### src/hdl/pisc_pkg.sv
// Shared constants and types for the PI speed controller with PWM scaling.
package pisc_pkg;

	localparam int COUNT_W    = 16;
	localparam int TARGET_W   = 14;
	localparam int GAIN_W     = 8;
	localparam int PERIOD_W   = 16;
	localparam int ERR_W      = 17;
	localparam int INTEG_W    = 12;
	localparam int DUTY_W     = 7;
	localparam int CMP_W      = 16;
	localparam int CFG_IDX_W  = 8;
	localparam int CFG_DATA_W = 16;

	localparam int PROD_W     = GAIN_W + 1 + ERR_W;
	localparam int SUM_W      = PROD_W + 1;
	localparam int SCALE_W    = DUTY_W + PERIOD_W;
	localparam int RECIP_W    = 24;
	localparam int RECIP_SH   = 30;

	localparam logic [COUNT_W-1:0]  COUNT_BIAS    = 16'h7FFF;
	localparam logic [INTEG_W-1:0]  INT_CLAMP_MAX = 12'd3200;
	localparam logic [DUTY_W-1:0]   DUTY_MAX      = 7'd100;
	localparam int                  OUT_SHIFT     = 5;
	localparam logic [RECIP_W-1:0]  DUTY_RECIP    = 24'd10737419;

	localparam logic [TARGET_W-1:0] TARGET_RST = '0;
	localparam logic [GAIN_W-1:0]   PGAIN_RST  = 8'd1;
	localparam logic [GAIN_W-1:0]   IGAIN_RST  = 8'd1;
	localparam logic [PERIOD_W-1:0] PERIOD_RST = 16'd50;

	typedef enum logic [CFG_IDX_W-1:0] {
		REG_TARGET_SPEED = 8'd0,
		REG_PROP_GAIN    = 8'd1,
		REG_INT_GAIN     = 8'd2,
		REG_PWM_PERIOD   = 8'd3
	} cfg_reg_t;

endpackage

### src/hdl/pi_speed_controller_pwm.sv
// PI speed controller with anti-windup clamp and PWM compare scaling.
//
// Usage: each input beat on in_valid/in_stall carries one encoder_count sample.
// Each sample yields exactly one output beat on out_valid/out_stall with the
// duty percent, PWM compare, speed error and updated integral.
// Configuration is written through cfg_wr_en/cfg_index/cfg_data while idle;
// indexes 0..3 are target speed, proportional gain, integral gain and PWM
// period, other indexes are ignored.
// An input beat passes through registered stages for error, integral update
// (the loop on the integral register), output sum and clamp, duty times
// period, and the reciprocal multiply that divides by 100, to the output beat.
// Throughput is one sample per cycle while the receiver does not stall.
// If out_valid is stalled, every stage holds and in_stall rises in the same
// cycle, so no beat is lost; the integral only advances when its stage moves.
// Reset clears all valids, the integral and restores register defaults.
module pi_speed_controller_pwm (
	input  logic                                 clk,
	input  logic                                 arst_n,
	input  logic                                 cfg_wr_en,
	input  logic [pisc_pkg::CFG_IDX_W-1:0]       cfg_index,
	input  logic [pisc_pkg::CFG_DATA_W-1:0]      cfg_data,
	input  logic                                 in_valid,
	output logic                                 in_stall,
	input  logic [pisc_pkg::COUNT_W-1:0]         encoder_count,
	output logic                                 out_valid,
	input  logic                                 out_stall,
	output logic [pisc_pkg::DUTY_W-1:0]          duty_percent,
	output logic [pisc_pkg::CMP_W-1:0]           pwm_compare,
	output logic signed [pisc_pkg::ERR_W-1:0]    speed_error,
	output logic [pisc_pkg::INTEG_W-1:0]         integral_value
);

	logic [pisc_pkg::TARGET_W-1:0] target_q;
	logic [pisc_pkg::GAIN_W-1:0]   pgain_q;
	logic [pisc_pkg::GAIN_W-1:0]   igain_q;
	logic [pisc_pkg::PERIOD_W-1:0] period_q;
	logic [pisc_pkg::INTEG_W-1:0]  integ_q;

	logic en;
	logic v_s1, v_s2, v_s3, v_s4;

	logic [pisc_pkg::COUNT_W-1:0]    raw;
	logic signed [pisc_pkg::ERR_W:0] err_wide;
	logic signed [pisc_pkg::ERR_W-1:0] err_s1, err_s2, err_s3, err_s4;

	logic signed [pisc_pkg::PROD_W-1:0] iprod, pprod_s2;
	logic signed [pisc_pkg::SUM_W-1:0]  isum;
	logic [pisc_pkg::INTEG_W-1:0]       integ_next;
	logic [pisc_pkg::INTEG_W-1:0]       integ_s2, integ_s3, integ_s4;

	logic signed [pisc_pkg::SUM_W-1:0]  osum;
	logic [pisc_pkg::SUM_W-pisc_pkg::OUT_SHIFT-1:0] oquot;
	logic [pisc_pkg::DUTY_W-1:0]        duty_next, duty_s3, duty_s4;

	logic [pisc_pkg::SCALE_W-1:0]       scale_s4;
	logic [pisc_pkg::SCALE_W+pisc_pkg::RECIP_W-1:0] recip_prod;

	assign en       = !(out_valid && out_stall);
	assign in_stall = !en;

	always_ff @(posedge clk or negedge arst_n) begin
		if (!arst_n) begin
			target_q <= pisc_pkg::TARGET_RST;
			pgain_q  <= pisc_pkg::PGAIN_RST;
			igain_q  <= pisc_pkg::IGAIN_RST;
			period_q <= pisc_pkg::PERIOD_RST;
		end else if (cfg_wr_en) begin
			unique case (cfg_index)
				pisc_pkg::REG_TARGET_SPEED: target_q <= cfg_data[pisc_pkg::TARGET_W-1:0];
				pisc_pkg::REG_PROP_GAIN:    pgain_q  <= cfg_data[pisc_pkg::GAIN_W-1:0];
				pisc_pkg::REG_INT_GAIN:     igain_q  <= cfg_data[pisc_pkg::GAIN_W-1:0];
				pisc_pkg::REG_PWM_PERIOD:   period_q <= cfg_data[pisc_pkg::PERIOD_W-1:0];
				default: begin
				end
			endcase
		end
	end

	always_comb begin
		raw      = encoder_count - pisc_pkg::COUNT_BIAS;
		err_wide = $signed({3'b000, target_q, 1'b0})
			- $signed({{2{raw[pisc_pkg::COUNT_W-1]}}, raw});
	end

	always_comb begin
		iprod = $signed({1'b0, igain_q}) * err_s1;
		isum  = $signed({{(pisc_pkg::SUM_W-pisc_pkg::INTEG_W){1'b0}}, integ_q})
			+ $signed({iprod[pisc_pkg::PROD_W-1], iprod});
		if (isum < 0) begin
			integ_next = '0;
		end else if (isum > $signed({{(pisc_pkg::SUM_W-pisc_pkg::INTEG_W){1'b0}},
				pisc_pkg::INT_CLAMP_MAX})) begin
			integ_next = pisc_pkg::INT_CLAMP_MAX;
		end else begin
			integ_next = isum[pisc_pkg::INTEG_W-1:0];
		end
	end

	always_comb begin
		osum  = $signed({pprod_s2[pisc_pkg::PROD_W-1], pprod_s2})
			+ $signed({{(pisc_pkg::SUM_W-pisc_pkg::INTEG_W){1'b0}}, integ_s2});
		oquot = osum[pisc_pkg::SUM_W-1:pisc_pkg::OUT_SHIFT];
		if (osum < 0) begin
			duty_next = '0;
		end else if (oquot > {{(pisc_pkg::SUM_W-pisc_pkg::OUT_SHIFT-pisc_pkg::DUTY_W){1'b0}},
				pisc_pkg::DUTY_MAX}) begin
			duty_next = pisc_pkg::DUTY_MAX;
		end else begin
			duty_next = oquot[pisc_pkg::DUTY_W-1:0];
		end
	end

	assign recip_prod = scale_s4 * pisc_pkg::DUTY_RECIP;

	always_ff @(posedge clk or negedge arst_n) begin
		if (!arst_n) begin
			v_s1      <= 1'b0;
			v_s2      <= 1'b0;
			v_s3      <= 1'b0;
			v_s4      <= 1'b0;
			out_valid <= 1'b0;
			integ_q   <= '0;
		end else if (en) begin
			v_s1      <= in_valid;
			v_s2      <= v_s1;
			v_s3      <= v_s2;
			v_s4      <= v_s3;
			out_valid <= v_s4;
			if (v_s1) begin
				integ_q <= integ_next;
			end
		end
	end

	always_ff @(posedge clk) begin
		if (en) begin
			err_s1         <= err_wide[pisc_pkg::ERR_W-1:0];
			err_s2         <= err_s1;
			pprod_s2       <= $signed({1'b0, pgain_q}) * err_s1;
			integ_s2       <= integ_next;
			err_s3         <= err_s2;
			integ_s3       <= integ_s2;
			duty_s3        <= duty_next;
			err_s4         <= err_s3;
			integ_s4       <= integ_s3;
			duty_s4        <= duty_s3;
			scale_s4       <= duty_s3 * period_q;
			speed_error    <= err_s4;
			integral_value <= integ_s4;
			duty_percent   <= duty_s4;
			pwm_compare    <= recip_prod[pisc_pkg::RECIP_SH+pisc_pkg::CMP_W-1:pisc_pkg::RECIP_SH];
		end
	end

endmodule
### config.mk
export PLATFORM = sky130hd
export DESIGN_NAME = pi_speed_controller_pwm
export DESIGN_NICKNAME = d
export VERILOG_FILES = /design/src/hdl/pisc_pkg.sv /design/src/hdl/pi_speed_controller_pwm.sv
export SDC_FILE = /design/constraint.sdc
export NUM_CORES = 2
export LEC_CHECK = 0
export BUFFER_PORTS_ARGS = -buffer_cell sky130_fd_sc_hd__clkbuf_2
export CAP_MARGIN = 15
export CORE_MARGIN = 2
export CORE_UTILIZATION = 55
export DETAILED_ROUTE_END_ITERATION = 10
export PLACE_DENSITY = 0.77
export SYNTH_ARGS = -nofsm -noshare
export SYNTH_HDL_FRONTEND = slang
export SYNTH_SLANG_ARGS = --single-unit
### constraint.sdc
create_clock -name clk -period 17.9 [get_ports clk]
set_clock_uncertainty 0.15 [all_clocks]
set_input_delay 3.58 -clock clk [delete_from_list [all_inputs] [get_ports clk]]
set_output_delay 3.58 -clock clk [all_outputs]
set_load 0.01 [all_outputs]
== After elaboration in Yosys (flattened, before gate mapping) ==
Cells that the tools add are included.
Operators by class
  add/sub/neg operators: 4
  multiply operators: 4
  divide/modulo/power cells: 0
  $lt $le $gt $ge: 4
  equal/unequal tests: 3
  shifts and indexed selects: 0
  multiplexer cells: 3
  bitwise gates (word level): 1
  reduce and logical (&&, ||, !) cells: 8
Operator list (count)
  $lt 27x1->1 const B: 2
  $mul 9x17->26: 2
  $mul 23x24->46 const B: 1
  $add 13x26->27: 1
  $add 26x13->27: 1
  $gt 27x13->1 const B: 1
  $mux 12: 2
  $mul 7x16->23: 1
  $gt 22x7->1 const B: 1
  $sub 16x16->17: 1
  $eq 8x2->1 const B: 2
  $sub 16x15->16 const B: 1
  $reduce_and 2->1: 5
  $eq 8x1->1 const B: 1
  $logic_not 8->1: 1
  $mux 7: 1
  $reduce_or 2->1: 1
  $logic_and 1x1->1: 1
  $not 1->1: 1
Storage, ports and cells
  bits in registers: 282
  latch bits: 0
  memory bits (writable): 0
  ROM bits: 0
  input bits: 45
  output and inout port bits: 54
  word-level logic and storage cells: 53
  memories kept: 0

== Longest topological paths before layout ==
  depth in word-level cells: 5
  depth in mapped cells: 26
  gate-level depth less buffers: 24

== Least setup slack after synthesis ==
No wires, ideal clock.
  kind: input -> output
  start: input out_stall
  end: output in_stall
  data arrival time: 8962 ps
  data required time: 14170 ps
  slack: 5208 ps
  stages: 2
  cell sequence: nand2_1 inv_1
Between the ends
  word-level cells in the longest chain between the ends: 1
RTL lines
  start, declared: RTL line pi_speed_controller_pwm.sv:26  | input logic out_stall,
  $logic_and 1x1->1: RTL line pi_speed_controller_pwm.sv:58  | assign en = !(out_valid && out_stall);
  end, declared: RTL line pi_speed_controller_pwm.sv:23  | output logic in_stall,
Every way passes these cells.

== Worst setup path after layout ==
Ends and elaborated chain as after synthesis.

==> results.cfg <==
[status]
status = finished, final reports clean

[cells_and_area]
fin_cells = 3948
regArea_um2 = 8160
fin_util_pct = 60.3
fillerInstances = 4857
final_cell_mix = 655 x inv_1, 490 x fa_1, 429 x ha_1, 249 x nand2_1, 219 x edfxtp_1
layout_commonest_cell = inv_1
drive_above_1_share_pct = 7.50
syn2layout_area_growth_pct = 7.96
nets = 4113
n_antenna_cell = 0
multi_input_area_um2 = 22200

[global_route]
grt_usage_pct = 22.9
grt_pass1_vias = 22284
grt_max_degree = 153
grt_overflow = 0
antenna_found_initial = 1
grt_pass1_wl_um = 114000

[yosys]
ys_ff_latch = 282
yosysTopAreaCell = fa_1
synthesis.area_um2 = 33100
ys_async_sr_fraction_pct = 22.3
synth_cells = 3067
synth.area.top_cells = fa_1 30%, edfxtp_1 20%, ha_1 16%, inv_1 7.4%, dfrtp_1 4.4%
ys_seq_area_share_pct = 24.7
synth_top_area_share_pct = 29.7
post_synth_num_cell_types = 75
synthFlopType = edfxtp_1
synth_nets = 4031
yosysWarnings = 0
avgSynthCellArea_um2 = 10.8
synth_edf_count = 219

[run]
maxCapViolCount = 0

[worst_setup_path]
cpMostUsedCell = clkbuf_2
cp.required_ns = 14.17
r2r_start = scale_s4[5]
cp_cell_sequence = clkbuf_2 -> nand2_4 -> inv_1 -> clkbuf_2
cp_slowest_stage_delay_ns = 0.69
worstSetupStartpointType = input port
reg2regPathDepth = 22
critPathSlowestCell = nand2_4
cp-end-kind = output pin
cp.arrival_ns = 4.69
crit_type = input port to output pin
timing.rr.end = pwm_compare[9]
path_max_fanout = 75
cp-startpoint = out_stall
regToRegSetupSlack_ns = 10.64

[route]
post_drt_wl_per_cell_um = 17.3
ant_nets = 0
firstDrtPassIters = 5
route.detailed.drc = 0
first_iter_violations = 1288
wl_met2_um = 34400
drt-total-wl_um = 68300
vias = 21226
top_layer_used = met5
met1_length_um = 28800
vias_per_cell = 5.38
met3_length_um = 2900

[placement]
placedCellCount = 3886
dpl.hpwl_um = 54700
port_buffers = 98
gp_routability_congestion = 0.958

[clocking]
cts_tree = done
cts_root_buffer = clkbuf_16
post_cts_buffers = 0
ctsHoldBuffers = 0
cts_max_path_buffers = 3
numCtsBuffers = 34
worstSkewPairLatency_ns = 0.55
cts_max_level = 2
clk_pin_slew_worst_paths_ns = 0.06
cts_num_sinks = 282
cts_resized = 0

[timing]
rsz0062_at_grt = false
worst_pin_slew_ns = 1.07
fmax_mhz = 119
period_share_pct = 47.0
final-hold-violation-count = 0
slew_viol_final = 0
relSlewSlack_pct = 28.2
hold_slack_ns = 0.264
min_period_ns = 8.42
finalSetupTns_ns = 0
setup-violations-final = 0

[min_path]
hold_class = flip-flop to flip-flop
hold_depth = 0
hold-path-endpoint = integ_s4[10]
hold_start = integ_s3[10]

[die]
die-area_um2 = 62100
num_io_pins = 99
initial_core_util_pct = 55.8
core_um2 = 59200
rows = 89
die_w_um = 249
die_y_um = 249
==> cell type report <==
| class | instances | share of cell area, % |
|---|---|---|
| multi-input combinational | 2067 | 62.2 |
| sequential | 282 | 22.9 |
| inverter | 655 | 6.89 |
| tap | 773 | 2.71 |
| clock buffer | 41 | 2.52 |
| timing repair buffer | 109 | 1.64 |
| clock inverter | 21 | 1.17 |
==> flip-flops by register name, summed over array words and instances (netlist names), 14 cells and up <==
name / cells
target_q: 14
err_s1: 17
err_s4: 17
pprod_s2: 26
scale_s4: 23
period_q: 16
err_s2: 17
speed_error: 17
err_s3: 17
pwm_compare: 16
==> how the worst max path moves through the flow <==
stage,depth (start not counted),slack (ns),end
detailed placement,4,9.41,in_stall
global placement,4,9.40,in_stall
finish,4,9.48,in_stall
CTS,4,9.40,in_stall
global route,4,9.32,in_stall
floorplan,2,5.21,in_stall
==> synth_stat cells (3+ instances only) <==
master and instances:
nor2b_1 10, and2_1 212, o21a_1 13, a21o_1 33, a21oi_1 80, o211ai_1 12
o31a_1 8, mux2_2 49, o21ai_1 3, nand2_1 250, o21bai_1 11, nand2b_1 14
or3_1 9, edfxtp_1 219, or2_2 8, fa_1 490, xnor2_1 71, a311o_1 3
o21ai_0 45, dfstp_2 5, inv_1 655, nor2_1 73, clkbuf_1 58, nor4_1 3
ha_1 429, mux2i_1 3, nand4_1 10, o31ai_1 6, xor2_1 41, and3_1 20
nor3b_1 4, a211o_1 5, nand3_1 28, dfrtp_1 58, a311oi_1 3, and4_1 4
a31oi_1 21, a211oi_1 9, nor3_1 32, o41ai_1 12, a2111oi_0 3
==> cell families after synthesis <==
| kind of cell | Yosys count | synth area share, % |
|---|---|---|
| compound gates | 297 | 6.05 |
| xor+xnor | 112 | 2.97 |
| fa+ha+maj | 919 | 45.9 |
| buf+inv | 718 | 8.20 |
| flops | 282 | 24.7 |
| mux | 52 | 1.76 |
| simple gates | 687 | 10.5 |
==> per-layer routing <==
layer	vias to the layer above	track usage (%)
met5	-	0
met4	2	7.78
met3	130	2.53
met2	493	40.3
met1	10583	29.6
li1	10018	-
==> worst max-delay path, delay by kind of cell <==
| family | cells | cell delay (ns) |
|---|---|---|
| buffers and inverters | 3 | 0.41 |
| and+or+nand+nor | 1 | 0.69 |
==> through the flow <==
step	worst slack (ns)	cell area [µm²]
after detailed placement	9.41	34400
after floorplan	5.21	33100
after CTS	9.40	35700
final	9.48	35700
after global placement	9.40	34400
after global routing	9.32	35700
Power is not shown: default switching activity piles up to over one toggle a cycle in this logic, so the estimate is an artifact.
